## src/hw/rtl/rlsc_pkg.sv

```systemverilog
`timescale 1ns / 1ps

package rlsc_pkg;

    // configuration register indexes
    localparam logic [1:0] CFG_REGION_COUNT  = 2'd0;
    localparam logic [1:0] CFG_PERIOD_FRAMES = 2'd1;
    localparam logic [1:0] CFG_AVG_INTERVAL  = 2'd2;

    // register reset values
    localparam logic [7:0] RST_REGION_COUNT  = 8'd0;
    localparam logic [7:0] RST_PERIOD_FRAMES = 8'd60;
    localparam logic [7:0] RST_AVG_INTERVAL  = 8'd10;

    // queue between front and back, power of two
    localparam int QUEUE_DEPTH = 4;

    typedef enum logic [1:0] {
        LS_ON      = 2'd0,
        LS_OFF     = 2'd1,
        LS_BLINK   = 2'd2,
        LS_UNKNOWN = 2'd3
    } t_light;

    typedef struct packed {
        logic [6:0]  region;
        logic [7:0]  brightness;
        logic [15:0] frame_mean;
        logic        first_of_frame;
    } t_in_item;

    typedef struct packed {
        logic [6:0] region_out;
        logic [1:0] light_state;
        logic       reclassified;
    } t_out_item;

    // per-region record held in the region memory
    typedef struct packed {
        logic [7:0] min_val;
        logic [7:0] max_val;
        t_light     state;
    } t_entry;

    localparam t_entry ENTRY_RESET = '{min_val: 8'hFF, max_val: 8'h00, state: LS_UNKNOWN};

    // word handed from front to back
    typedef struct packed {
        logic [6:0]  region;
        logic [7:0]  brightness;
        logic [15:0] mean_level;
        logic        classify;
        logic        in_use;
        logic        in_range;
    } t_job;

endpackage

```

## src/hw/rtl/rlsc_ram.sv

```systemverilog
`timescale 1ns / 1ps

module rlsc_ram #(
    parameter int WIDTH = 18,
    parameter int DEPTH = 128,
    localparam int AW = (DEPTH > 1) ? $clog2(DEPTH) : 1
) (
    input  logic             i_clk,
    input  logic             i_wr_en,
    input  logic [AW-1:0]    i_wr_addr,
    input  logic [WIDTH-1:0] i_wr_data,
    input  logic             i_rd_en,
    input  logic [AW-1:0]    i_rd_addr,
    output logic [WIDTH-1:0] o_rd_data
);

    logic [WIDTH-1:0] r_mem [DEPTH];
    logic [WIDTH-1:0] r_rd_data;

    // one write port, one registered read port
    always_ff @(posedge i_clk) begin
        if (i_wr_en) begin
            r_mem[i_wr_addr] <= i_wr_data;
        end
        if (i_rd_en) begin
            r_rd_data <= r_mem[i_rd_addr];
        end
    end

    assign o_rd_data = r_rd_data;

endmodule

```

## src/hw/rtl/rlsc_front.sv

```systemverilog
`timescale 1ns / 1ps

module rlsc_front import rlsc_pkg::*; #(
    parameter int MAX_REGIONS = 128
) (
    input  logic       i_clk,
    input  logic       i_rst_n,
    input  logic       i_cfg_valid,
    input  logic [1:0] i_cfg_index,
    input  logic [7:0] i_cfg_data,
    input  logic       i_in_valid,
    output logic       o_in_ready,
    input  t_in_item   i_in,
    output logic       o_push_valid,
    input  logic       i_push_ready,
    output t_job       o_push_data
);

    logic [7:0]  r_region_count;
    logic [7:0]  r_period_frames;
    logic [7:0]  r_avg_interval;
    logic [7:0]  r_avg_phase, n_avg_phase;
    logic [7:0]  r_period_phase, n_period_phase;
    logic [15:0] r_mean_level, n_mean_level;
    logic        r_classify, n_classify;
    logic        accept;
    logic        avg_wrap;
    logic        period_wrap;

    // configuration registers
    always_ff @(posedge i_clk) begin
        if (!i_rst_n) begin
            r_region_count  <= RST_REGION_COUNT;
            r_period_frames <= RST_PERIOD_FRAMES;
            r_avg_interval  <= RST_AVG_INTERVAL;
        end else if (i_cfg_valid) begin
            case (i_cfg_index)
                CFG_REGION_COUNT:  r_region_count  <= i_cfg_data;
                CFG_PERIOD_FRAMES: r_period_frames <= i_cfg_data;
                CFG_AVG_INTERVAL:  r_avg_interval  <= i_cfg_data;
                default: ;
            endcase
        end
    end

    assign accept = i_in_valid && i_push_ready;

    // frame start: advance the average and period phases, latch the mean and set the classify flag on a wrap
    always_comb begin
        avg_wrap    = ({1'b0, r_avg_phase} + 9'd1) >= {1'b0, r_avg_interval};
        period_wrap = ({1'b0, r_period_phase} + 9'd1) >= {1'b0, r_period_frames};
        n_avg_phase    = r_avg_phase;
        n_period_phase = r_period_phase;
        n_mean_level   = r_mean_level;
        n_classify     = r_classify;
        if (accept && i_in.first_of_frame) begin
            if (avg_wrap) begin
                n_mean_level = i_in.frame_mean;
                n_avg_phase  = 8'd0;
            end else begin
                n_avg_phase = r_avg_phase + 8'd1;
            end
            if (period_wrap) begin
                n_classify     = 1'b1;
                n_period_phase = 8'd0;
            end else begin
                n_classify     = 1'b0;
                n_period_phase = r_period_phase + 8'd1;
            end
        end
    end

    always_ff @(posedge i_clk) begin
        if (!i_rst_n) begin
            r_avg_phase    <= 8'd0;
            r_period_phase <= 8'd0;
            r_mean_level   <= 16'd0;
            r_classify     <= 1'b0;
        end else begin
            r_avg_phase    <= n_avg_phase;
            r_period_phase <= n_period_phase;
            r_mean_level   <= n_mean_level;
            r_classify     <= n_classify;
        end
    end

    // tag the word with what the back part needs to know
    always_comb begin
        o_push_data.region     = i_in.region;
        o_push_data.brightness = i_in.brightness;
        o_push_data.mean_level = (i_in.first_of_frame && avg_wrap) ? i_in.frame_mean
                                                                   : r_mean_level;
        o_push_data.classify   = i_in.first_of_frame ? period_wrap : r_classify;
        o_push_data.in_range   = 32'(i_in.region) < MAX_REGIONS;
        o_push_data.in_use     = o_push_data.in_range
                                 && ({1'b0, i_in.region} < r_region_count);
    end

    assign o_push_valid = i_in_valid;
    assign o_in_ready   = i_push_ready;

endmodule

```

## src/hw/rtl/rlsc_fifo.sv

```systemverilog
`timescale 1ns / 1ps

module rlsc_fifo import rlsc_pkg::*; (
    input  logic i_clk,
    input  logic i_rst_n,
    input  logic i_push_valid,
    output logic o_push_ready,
    input  t_job i_push_data,
    output logic o_pop_valid,
    input  logic i_pop_ready,
    output t_job o_pop_data
);

    localparam int PTR_W = $clog2(QUEUE_DEPTH);

    t_job             r_slot [QUEUE_DEPTH];
    logic [PTR_W-1:0] r_wptr;
    logic [PTR_W-1:0] r_rptr;
    logic [PTR_W:0]   r_count;
    logic             push;
    logic             pop;

    assign o_push_ready = r_count != (PTR_W + 1)'(QUEUE_DEPTH);
    assign o_pop_valid  = r_count != '0;
    assign push         = i_push_valid && o_push_ready;
    assign pop          = o_pop_valid && i_pop_ready;
    assign o_pop_data   = r_slot[r_rptr];

    // pointers and fill level
    always_ff @(posedge i_clk) begin
        if (!i_rst_n) begin
            r_wptr  <= '0;
            r_rptr  <= '0;
            r_count <= '0;
        end else begin
            if (push) begin
                r_wptr <= r_wptr + 1'b1;
            end
            if (pop) begin
                r_rptr <= r_rptr + 1'b1;
            end
            case ({push, pop})
                2'b10:   r_count <= r_count + 1'b1;
                2'b01:   r_count <= r_count - 1'b1;
                default: r_count <= r_count;
            endcase
        end
    end

    // storage
    always_ff @(posedge i_clk) begin
        if (push) begin
            r_slot[r_wptr] <= i_push_data;
        end
    end

endmodule

```

## src/hw/rtl/rlsc_back.sv

```systemverilog
`timescale 1ns / 1ps

module rlsc_back import rlsc_pkg::*; #(
    parameter int MAX_REGIONS = 128
) (
    input  logic      i_clk,
    input  logic      i_rst_n,
    input  logic      i_pop_valid,
    output logic      o_pop_ready,
    input  t_job      i_pop_data,
    output logic      o_out_valid,
    input  logic      i_out_ready,
    output t_out_item o_out
);

    localparam int AW = (MAX_REGIONS > 1) ? $clog2(MAX_REGIONS) : 1;

    logic                   r_s2_vld;
    t_job                   r_s2_job;
    logic                   r_fwd_hit;
    t_entry                 r_fwd_data;
    logic [MAX_REGIONS-1:0] r_written;
    logic [15:0]            r_lit, n_lit;
    logic                   r_out_vld;
    t_out_item              r_out, n_out;

    logic          commit;
    logic          pop;
    logic          wr_en;
    logic [AW-1:0] wr_addr;
    logic [AW-1:0] rd_addr;
    t_entry        wr_data;
    t_entry        ram_rdata;
    t_entry        cur;
    logic [7:0]    hi;
    logic [7:0]    lo;
    logic [7:0]    lo_floor;
    logic          blink;
    logic          lit_on;
    logic          mean_on;
    logic [16:0]   lit_sum;
    t_light        new_state;

    // pipeline advance
    assign commit      = r_s2_vld && (!r_out_vld || i_out_ready);
    assign pop         = i_pop_valid && (!r_s2_vld || commit);
    assign o_pop_ready = !r_s2_vld || commit;

    assign rd_addr = AW'(i_pop_data.region);
    assign wr_addr = AW'(r_s2_job.region);
    assign wr_en   = commit && r_s2_job.in_use;

    rlsc_ram #(
        .WIDTH ($bits(t_entry)),
        .DEPTH (MAX_REGIONS)
    ) u_region_ram (
        .i_clk     (i_clk),
        .i_wr_en   (wr_en),
        .i_wr_addr (wr_addr),
        .i_wr_data (wr_data),
        .i_rd_en   (pop),
        .i_rd_addr (rd_addr),
        .o_rd_data (ram_rdata)
    );

    // current record: last write forwarded, unwritten entries read as reset
    always_comb begin
        if (r_fwd_hit) begin
            cur = r_fwd_data;
        end else if (r_written[wr_addr]) begin
            cur = ram_rdata;
        end else begin
            cur = ENTRY_RESET;
        end
    end

    // fold in the sample and classify
    always_comb begin
        hi       = (r_s2_job.brightness > cur.max_val) ? r_s2_job.brightness : cur.max_val;
        lo       = (r_s2_job.brightness < cur.min_val) ? r_s2_job.brightness : cur.min_val;
        lo_floor = (lo == 8'd0) ? 8'd1 : lo;
        blink    = (13'(hi) * 13'd10) > (13'(lo_floor) * 13'd19);
        lit_on   = (20'(hi) * 20'd2560) >= 20'({r_lit, 3'b000});
        mean_on  = (20'(hi) * 20'd2560) > (20'(r_s2_job.mean_level) * 20'd12);
        lit_sum  = 17'(r_lit) + 17'({hi, 8'h00});

        n_lit = r_lit;
        if (blink) begin
            new_state = LS_BLINK;
        end else if (r_lit != 16'd0) begin
            new_state = lit_on ? LS_ON : LS_OFF;
        end else begin
            new_state = mean_on ? LS_ON : LS_OFF;
        end

        if (r_s2_job.classify) begin
            wr_data.min_val = 8'hFF;
            wr_data.max_val = 8'h00;
            wr_data.state   = new_state;
            if (blink && wr_en) begin
                n_lit = (r_lit == 16'd0) ? {hi, 8'h00} : lit_sum[16:1];
            end
        end else begin
            wr_data.min_val = lo;
            wr_data.max_val = hi;
            wr_data.state   = cur.state;
        end

        n_out.region_out = r_s2_job.region;
        if (!r_s2_job.in_range) begin
            n_out.light_state = LS_UNKNOWN;
        end else if (r_s2_job.in_use) begin
            n_out.light_state = wr_data.state;
        end else begin
            n_out.light_state = cur.state;
        end
        n_out.reclassified = r_s2_job.in_use && r_s2_job.classify;
    end

    // stage control, forwarding and written marks
    always_ff @(posedge i_clk) begin
        if (!i_rst_n) begin
            r_s2_vld  <= 1'b0;
            r_fwd_hit <= 1'b0;
            r_written <= '0;
            r_lit     <= 16'd0;
            r_out_vld <= 1'b0;
        end else begin
            if (pop) begin
                r_s2_vld  <= 1'b1;
                r_fwd_hit <= wr_en && (wr_addr == rd_addr);
            end else if (commit) begin
                r_s2_vld <= 1'b0;
            end
            if (wr_en) begin
                r_written[wr_addr] <= 1'b1;
            end
            r_lit <= n_lit;
            if (commit) begin
                r_out_vld <= 1'b1;
            end else if (i_out_ready) begin
                r_out_vld <= 1'b0;
            end
        end
    end

    // payload registers
    always_ff @(posedge i_clk) begin
        if (pop) begin
            r_s2_job   <= i_pop_data;
            r_fwd_data <= wr_data;
        end
        if (commit) begin
            r_out <= n_out;
        end
    end

    assign o_out_valid = r_out_vld;
    assign o_out       = r_out;

    // a write that lands on the address being read must be forwarded
    a_fwd_capture: assert property (@(posedge i_clk) disable iff (!i_rst_n)
        (pop && wr_en && (wr_addr == rd_addr)) |=> r_fwd_hit)
        else $error("same-address write not forwarded");

    // a reclassified region never reports unknown
    a_recl_known: assert property (@(posedge i_clk) disable iff (!i_rst_n)
        (r_out_vld && r_out.reclassified) |-> (r_out.light_state != LS_UNKNOWN))
        else $error("reclassified region reported unknown");

    // a blink result leaves a lit level behind
    a_blink_lit: assert property (@(posedge i_clk) disable iff (!i_rst_n)
        (r_out_vld && r_out.reclassified && (r_out.light_state == LS_BLINK))
        |-> (r_lit != 16'd0))
        else $error("blinking region left no lit level");

    // once known, the lit level never returns to zero
    a_lit_sticky: assert property (@(posedge i_clk) disable iff (!i_rst_n)
        ($past(r_lit) != 16'd0) |-> (r_lit != 16'd0))
        else $error("lit level dropped to zero");

endmodule

```

## src/hw/rtl/region_light_state_classifier_core.sv

```systemverilog
`timescale 1ns / 1ps

// Region light state classifier. Takes one word per region per frame (region
// index, integer brightness, frame mean in U8.8, first-of-frame flag) and
// returns one word per input: the region's state (on, off, blinking, unknown)
// and whether this word reclassified it. Sustained rate is one word per clock
// while the output is not held; that figure is set by the read-modify-write of
// the region memory, which forwards the last write so that back-to-back words
// on the same region work. An accepted word is written into the queue, read from
// the region memory into the stage register as it leaves the queue and lands in
// the output register when that stage commits. A four-deep queue
// separates the front (frame phases, mean latch, range checks) from the back
// (memory update, classification, lit level), so either side can stall alone.
// Region records start at their reset value through per-entry written marks,
// so no clearing pass follows reset. Configuration writes are always taken and
// must only be issued while the block is idle.
module region_light_state_classifier_core import rlsc_pkg::*; #(
    parameter int MAX_REGIONS = 128
) (
    input  logic      i_clk,
    input  logic      i_rst_n,
    input  logic      i_cfg_valid,
    output logic      o_cfg_ready,
    input  logic [1:0] i_cfg_index,
    input  logic [7:0] i_cfg_data,
    input  logic      i_in_valid,
    output logic      o_in_ready,
    input  t_in_item  i_in,
    output logic      o_out_valid,
    input  logic      i_out_ready,
    output t_out_item o_out
);

    logic push_valid;
    logic push_ready;
    t_job push_data;
    logic pop_valid;
    logic pop_ready;
    t_job pop_data;

    assign o_cfg_ready = 1'b1;

    // frame tracking and word tagging
    rlsc_front #(
        .MAX_REGIONS (MAX_REGIONS)
    ) u_front (
        .i_clk        (i_clk),
        .i_rst_n      (i_rst_n),
        .i_cfg_valid  (i_cfg_valid),
        .i_cfg_index  (i_cfg_index),
        .i_cfg_data   (i_cfg_data),
        .i_in_valid   (i_in_valid),
        .o_in_ready   (o_in_ready),
        .i_in         (i_in),
        .o_push_valid (push_valid),
        .i_push_ready (push_ready),
        .o_push_data  (push_data)
    );

    // decoupling queue
    rlsc_fifo u_queue (
        .i_clk        (i_clk),
        .i_rst_n      (i_rst_n),
        .i_push_valid (push_valid),
        .o_push_ready (push_ready),
        .i_push_data  (push_data),
        .o_pop_valid  (pop_valid),
        .i_pop_ready  (pop_ready),
        .o_pop_data   (pop_data)
    );

    // region memory update and classification
    rlsc_back #(
        .MAX_REGIONS (MAX_REGIONS)
    ) u_back (
        .i_clk       (i_clk),
        .i_rst_n     (i_rst_n),
        .i_pop_valid (pop_valid),
        .o_pop_ready (pop_ready),
        .i_pop_data  (pop_data),
        .o_out_valid (o_out_valid),
        .i_out_ready (i_out_ready),
        .o_out       (o_out)
    );

endmodule
```

## config.mk

```make
export PLATFORM = sky130hd
export DESIGN_NAME = region_light_state_classifier_core
export DESIGN_NICKNAME = d
export VERILOG_FILES = /design/src/hw/rtl/rlsc_pkg.sv /design/src/hw/rtl/rlsc_ram.sv /design/src/hw/rtl/rlsc_front.sv /design/src/hw/rtl/rlsc_fifo.sv /design/src/hw/rtl/rlsc_back.sv /design/src/hw/rtl/region_light_state_classifier_core.sv
export SDC_FILE = /design/constraint.sdc
export NUM_CORES = 2
export LEC_CHECK = 0
export BUFFER_PORTS_ARGS = -buffer_cell sky130_fd_sc_hd__buf_2
export CAP_MARGIN = 20
export CELL_PAD_IN_SITES_DETAIL_PLACEMENT = 1
export CELL_PAD_IN_SITES_GLOBAL_PLACEMENT = 2
export CORE_ASPECT_RATIO = 1.25
export CORE_MARGIN = 2
export CORE_UTILIZATION = 50
export DETAILED_ROUTE_END_ITERATION = 10
export PLACE_DENSITY = 0.84
export SLEW_MARGIN = 20
export SYNTH_ARGS = -nofsm -noshare
export SYNTH_HDL_FRONTEND = slang
export SYNTH_SLANG_ARGS = --single-unit
```

## constraint.sdc

```tcl
create_clock -name i_clk -period 16.47 [get_ports i_clk]
set_input_delay 3.294 -clock i_clk [delete_from_list [all_inputs] [get_ports i_clk]]
set_output_delay 3.294 -clock i_clk [all_outputs]
set_load 0.02 [all_outputs]
```

# --- Yosys cells after proc, flatten, opt, wreduce, memory -nomap -nowiden ---
# Memories as Yosys holds them, arrays and structs flattened. A register that Yosys moved wholly into a read port is not among the register bits.
# Cells that the tools add are included.
word_totals:
  ff_bits: 273
  mem_bits_rw: 2436
  input_bits: 47
  out_inout_bits: 13
  elab_cells: 118
  memories: 2
classes:
  n_addsub: 9
  n_mul: 4
  order_cmp: 10
  n_eq_ne: 6
  mux: 32
  bitwise: 1
  reduce_logical: 27
mem_list:
  columns: ["name", "words", "width", "rd", "rd_ports_with_merged_regs", "write_ports", "line_no", "source"]
  rows:
  - ["u_back.u_region_ram.r_mem", 128, 18, 1, 1, 1, "rlsc_ram.sv:17", "logic [WIDTH-1:0] r_mem [DEPTH];"]
  - ["u_queue.r_slot", 4, 33, 1, 1, 1, "rlsc_fifo.sv:16", "t_job r_slot [QUEUE_DEPTH];"]
ops:
  columns: ["cell", "n"]
  rows:
  - ["128-bit OR", 1]
  - ["18-bit two-way mux", 3]
  - ["8-bit two-way mux", 5]
  - ["16-bit two-way mux", 2]
  - ["8-bit by 3-bit multiplier with 11-bit output (second input constant)", 2]
  - ["20-bit by 19-bit greater-or-equal comparator with 1-bit output", 1]
  - ["20-bit greater-than comparator", 1]
  - ["8-bit by 1-bit adder with 9-bit output (second input constant)", 2]
  - ["9-bit by 8-bit greater-or-equal comparator with 1-bit output", 2]
  - ["16-bit by 2-bit multiplier with 18-bit output (second input constant)", 1]
  - ["16-bit by 16-bit adder with 17-bit output", 1]
  - ["8-bit by 1-bit adder with 8-bit output (second input constant)", 2]
  - ["16-bit logical NOT", 1]
  - ["16-bit nonzero test", 1]
  - ["1-bit two-way mux", 14]
  - ["12-bit by 13-bit greater-than comparator with 1-bit output", 1]
  - ["8-bit by 5-bit multiplier with 13-bit output (second input constant)", 1]
  - ["1-bit logical AND", 10]
  - ["2-bit two-way mux", 5]
  - ["2-bit AND reduction", 5]
  - ["8-bit greater-than comparator", 1]
  - ["8-bit logical NOT", 1]
  - ["7-bit by 8-bit < comparator with 1-bit output", 1]
  - ["7-bit by 8-bit < comparator with 1-bit output (second input constant)", 1]
  - ["other kinds (17)", 24]

# --- Depth between registers and ports, before layout ---
logic_depth:
  word_depth: 13
  ltp_mapped: 42
  ltp_nobuf: 35

# --- Hierarchy ---
# A second synthesis with hierarchy kept.
unflattened:
  cells_unflattened: 5489
  area_unflattened_um2: 109508.8
modules_own_cells:
  columns: ["mod", "instances", "cells_per_inst", "area_per_inst_um2", "seq_area_each_um2"]
  rows:
  - ["rlsc_ram", 1, 3449, 88427.3, 69726.9]
  - ["rlsc_back", 1, 1381, 12045.3, 4804.6]
  - ["rlsc_fifo", 1, 230, 5447.7, 4264.1]
  - ["rlsc_front", 1, 427, 3577.2, 1141.1]
  - ["region_light_state_classifier_core", 1, 2, 11.3, 0.0]

# --- Worst setup path after synthesis ---
# Ideal clock, no wire load.
synth_path:
  path_type: "reg2reg"
  startpoint: "register u_back.r_s2_job (netlist bit u_back.wr_addr[0])"
  endpoint: "register u_back.r_fwd_data[0] (netlist name) (data pin)"
  setup_ps: 925
  t_arrival_ps: 11151
  t_required_ps: 15545
  slack_ps: 4394
  stages_incl_launch_ff: 37
  n_path_buf: 3
  period_less_slack_ps: 12076
  cell_sequence: "edfxtp_1 buf_4 mux4_2 mux4_2 and3_1 nor4_4 nand2_1 clkbuf_1 a2bb2oi_1 inv_1 ha_1 a21o_1 a211oi_1 a21oi_1 a21boi_0 a21o_1 buf_6 mux2_2 ha_1 fa_1 ha_1 inv_1 o21ai_0 a21oi_1 nand2b_1 a21boi_0 o21ai_0 nand2b_1 a21oi_1 xnor2_1 ha_1 nand4_1 nor2_1 nand4_1 a2111oi_4 o21bai_1 mux2i_1"
synth_via:
  elab_chain_cells: 12
  word_cells_on_any_way: 21
  cone_classes: "3 x mul; 5 x order compare; 12 x mux; 1 x reduce/logical"
synth_rtl:
  columns: ["element", "line_no", "source"]
  rows:
  - ["start, declared", "rlsc_back.sv:19", "t_job r_s2_job;"]
  - ["start signal, assigned", "rlsc_back.sv:150", "r_s2_job <= i_pop_data;"]
  - ["1-bit binary-select mux with 7-bit select (*)", "rlsc_back.sv:70", "end else if (r_written[wr_addr]) begin"]
  - ["1-bit two-way mux (implied by the code) (*)", "rlsc_back.sv:70", null]
  - ["18-bit two-way mux (*)", "rlsc_back.sv:70", null]
  - ["18-bit two-way mux (*)", "rlsc_back.sv:68", "if (r_fwd_hit) begin"]
  - ["8-bit < comparator or 8-bit greater-than comparator (tied branches)", "rlsc_back.sv:80, rlsc_back.sv:79", null]
  - ["8-bit two-way mux (on tied branches)", "rlsc_back.sv:80, rlsc_back.sv:79", null]
  - ["8-bit logical NOT or 8-bit by 3-bit multiplier with 11-bit output (tied branches)", null, null]
  - ["8-bit two-way mux, or another cell as far along", "rlsc_back.sv:81", "lo_floor = (lo == 8'd0) ? 8'd1 : lo;"]
  - ["8-bit by 5-bit multiplier with 13-bit output, or another cell as far along", "rlsc_back.sv:82", "blink = (13'(hi) * 13'd10) > (13'(lo_floor) * 13'd19);"]
  - ["12-bit by 13-bit greater-than comparator with 1-bit output or 2-bit two-way mux (tied branches)", "rlsc_back.sv:82, rlsc_back.sv:90", null]
  - ["2-bit two-way mux", "rlsc_back.sv:88", "if (blink) begin"]
  - ["18-bit two-way mux (*)", "rlsc_back.sv:96", "if (r_s2_job.classify) begin"]
  - ["via u_back.u_region_ram.i_wr_data[0]", "rlsc_ram.sv:11", "input logic [WIDTH-1:0] i_wr_data,"]
  - ["end signal, assigned", "rlsc_back.sv:151", "r_fwd_data <= wr_data;"]
  - ["end, declared", "rlsc_back.sv:21", "t_entry r_fwd_data;"]
# Mark *: on every way through the listed nets, which the timed path passes. The rest lies on a longest branch. The select of a mux whose other input is x is not followed.
# A chain may end at the register's enable or synchronous reset.

# --- Worst setup path in the final report ---
layout_path:
  startpoint: "register u_back.r_s2_job (netlist bit u_back.wr_addr[0])"
  endpoint: "memory u_back.u_region_ram.r_mem[0][0] (data pin)"
layout_via:
  elab_chain_cells: 12
  word_cells_on_any_way: 21
  cone_classes: "3 x mul; 5 x order compare; 12 x mux; 1 x reduce/logical"
layout_rtl:
  columns: ["element", "line_no"]
  rows:
  - ["1-bit binary-select mux with 7-bit select (*)", "rlsc_back.sv:70"]
  - ["1-bit two-way mux (implied by the code) (*)", "rlsc_back.sv:70"]
  - ["18-bit two-way mux (*)", "rlsc_back.sv:70"]
  - ["18-bit two-way mux (*)", "rlsc_back.sv:68"]
  - ["8-bit < comparator or 8-bit greater-than comparator (tied branches)", "rlsc_back.sv:80, rlsc_back.sv:79"]
  - ["8-bit two-way mux (on tied branches)", "rlsc_back.sv:80, rlsc_back.sv:79"]
  - ["8-bit logical NOT or 8-bit by 3-bit multiplier with 11-bit output (tied branches)", null]
  - ["8-bit two-way mux, or another cell as far along", "rlsc_back.sv:81"]
  - ["8-bit by 5-bit multiplier with 13-bit output, or another cell as far along", "rlsc_back.sv:82"]
  - ["12-bit by 13-bit greater-than comparator with 1-bit output or 2-bit two-way mux (tied branches)", "rlsc_back.sv:82, rlsc_back.sv:90"]
  - ["2-bit two-way mux", "rlsc_back.sv:88"]
  - ["18-bit two-way mux (*)", "rlsc_back.sv:96"]
  - ["via u_back.u_region_ram.i_wr_data[0]", "rlsc_ram.sv:11"]
  - ["end, declared", "rlsc_ram.sv:17"]
# Marks and branches as above.

==> qor.csv <==
metric,value,unit
Top-Level Pins,60,
Die ar.,220000,um2
"Slew Viols, Final",0,
largest net degree at the start of global routing,131,
Mapped Cells,5313,
"Reg clk slew, reported paths",70,ps
unrepaired setup endpoints after global routing,false,
GP Congestion,0.8574,
critical path startpoint category,flop,
routed vias/inst,6.294,
Max stage delay on crit path,630,ps
Setup TNS,0,ps
fin nets,5658,
Slew @ Worst Pin,1180,ps
drt initial violations,6193,
Sink Count,2728,
synth unique cells,75,
"Seq/Total Area, Yosys",73.78,%
final setup fails,0,
core footprint,214700,um2
"slowest stage cell, crit path",buf_6,
GRT overflow,0,
R2R Path End,u_back.u_region_ram.r_mem[0][0],
Initial Util,50.38,%
Antenna Violating Nets Remaining,0,
post-route clock period utilization,65.66,%
total number of vias,53870,
"Hold Vio Cnt, Final",0,
CP endpoint kind,flop,
critical path type,flop to flop,
Main synth FF type,edfxtp_1,
Syn Nets,5500,
TritonCTS Buffers,246,
Post-Syn Area per Cell,20.35,um2
Worst Hold Launch,u_front.r_mean_level[12],
status,completed,
Detailed Routing Iterations Pass 1,6,
most frequent CP cell,ha_1,
Post-synth EDFFs,2515,
fin crit period,10810,ps
Port Buffers,58,
Worst Reg-to-Reg Cells,36,
CTS Hold Bufs,0,
ratio of cells with drive above 1 in the final layout,26.85,%
std cell rows,190,
f_max,92.47,MHz
Layout area overhead,11.76,%
CP required,17000,ps
die height,524.0,um
drt drc,0,
Slew headroom,21.17,%
root cell of the clock tree,clkbuf_16,
Worst R2R Start,u_back.wr_addr[0],
antenna violations before repair,15,
"commonest non-fill, non-tap cell in the layout",edfxtp_1,
WHS,461.0,ps
Die Width,420.0,um
Yosys reg bits,2728,
Hold/Removal Path Class,flop to flop,
critical path arrival,11350,ps
global-route wire length before repair,407.2,mm
Hold Path Cell Cnt,2,
Post-CTS Setup Bufs,0,
crit-path max FO,129,
total track usage,25.79,%
r2r setup slk,5660,ps
Synth Warn #,0,
number of global-route vias before repair,57150,
DR WL/cell,32.82,um
cts repair resizes,0,
CTS tree,built,
Synth Cell Area,108100,um2
# Max-Cap Violations,0,
most frequent cells in the layout,"2515 x edfxtp_1, 758 x mux4_2, 263 x nor2_1, 249 x clkbuf_16, 212 x dfxtp_1",
Clock Latency Late Sink,930,ps
drt total wl,280.9,mm
# H-tree levels,4,
Post-synth ARST share,0,%
hold path endpoint,u_front.r_mean_level[12],
clk_skew,73.56,ps
Clock Path Buffers,4,
Detail Placement HPWL,162.2,mm
-- registers in the layout, summed over array words and instances, names as in the netlist, 3 cells and up, named ones only --
name	cells
u_queue.r_count	3
u_back.r_fwd_data	18
u_front.r_period_frames	8
u_front.r_avg_phase	8
u_front.r_avg_interval	8
u_front.r_period_phase	8
u_back.r_written	128
u_back.wr_addr	7
u_back.r_lit	16
u_back.u_region_ram.r_mem	2304
u_front.r_mean_level	16
u_back.u_region_ram.o_rd_data	18
u_front.r_region_count	8
u_back.r_s2_job	26
u_queue.r_slot	132
u_back.o_out	10
-- how the worst max path moves through the flow --
stage                                 start                           endpoint  slack [ps]
after floorplan           u_back.wr_addr[0]               u_back.r_fwd_data[0]        4390
after global placement    u_back.wr_addr[0]  u_back.u_region_ram.r_mem[122][0]        6010
after detailed placement  u_back.wr_addr[0]  u_back.u_region_ram.r_mem[122][0]        5610
after CTS                 u_back.wr_addr[0]    u_back.u_region_ram.r_mem[4][0]        5500
after global routing      u_back.wr_addr[0]   u_back.u_region_ram.r_mem[10][0]        5020
final                     u_back.wr_addr[0]    u_back.u_region_ram.r_mem[0][0]        5660
-- Yosys cell counts, drive strengths merged (15+ instances only) --
cell	count	share of area (%)
mux4	764	16
clkbuf	168	0.58
xor2	18	0.15
nor3	21	0.11
buf	101	0.40
nand2b	15	0.087
a221oi	18	0.15
o21a	50	0.35
nor2	382	1.3
inv	87	0.30
a21o	34	0.24
and2	22	0.13
o211ai	23	0.16
nand3	47	0.22
o21ai	55	0.25
dfxtp	213	3.9
xnor2	34	0.28
nor2b	46	0.27
nand2	156	0.54
a21boi	21	0.15
a21oi	78	0.36
edfxtp	2515	70
mux2i	90	0.83
ha	132	1.5
mux2	64	0.67
-- area by class of cell --
| class | count | area [um2] |
|---|---|---|
| diodes | 3 | 7.507 |
| clock buffers | 294 | 6420 |
| clock inverters | 159 | 1544 |
| fillers | 18420 | 93810 |
| inverters | 88 | 331.6 |
| multi-input cells | 2228 | 27880 |
| flip-flops and latches | 2728 | 79790 |
| well taps | 2880 | 3603 |
| repair buffers | 179 | 1287 |
-- critical path: cells and delay by family (launching register included) --
kind                       cells  cell delay, ps
AOI/OAI and AO/OA             14            3340
and+or+nand+nor                8            1740
muxes                          4            1740
adders and majority gates      5            1690
buffers and inverters          4            1210
DFF                            1             340
xor gates and xnor gates       1             140
-- through the flow --
| step | area [um2] | utilization (%) | worst slack, ps | instances |
|---|---|---|---|---|
| 2_1_floorplan | 108100 | - | 4394 | 5313 |
| 3_3_place_gp | 112900 | 52.57 | 6006 | 8102 |
| 3_5_place_dp | 112900 | 52.57 | 5606 | 8102 |
| 4_1_cts | 120800 | 56.28 | 5497 | 8555 |
| 5_1_grt | 120900 | 56.30 | 5017 | 8557 |
| 6_report | 120900 | 56.30 | 5656 | 8559 |
-- cell families (layout without fill, tap and decap cells) --
| kind of cell | count (synthesis) | count (layout) | synth area share (%) |
|---|---|---|---|
| DFF | 2728 | 2728 | 73.78 |
| AOI/OAI and AO/OA | 373 | 373 | 2.394 |
| and+or+nand+nor | 744 | 744 | 3.028 |
| adders and majority gates | 140 | 140 | 1.675 |
| buffers and inverters | 357 | 720 | 1.289 |
| other | 1 | 4 | 0.003468 |
| muxes | 918 | 918 | 17.41 |
| xor gates and xnor gates | 52 | 52 | 0.4211 |
-- per-layer routing --
metal	share of wire, %	global-route usage (%)	wire length (um)
met5	0.033	0	92
met4	4.1	9.737	11430
met3	6.6	3.616	18440
met2	51	44.25	144400
met1	38	33.59	106600
Power is left out: the tool's default activity adds up to more than one toggle a clock period on the data nets, which glitch-free logic cannot reach.
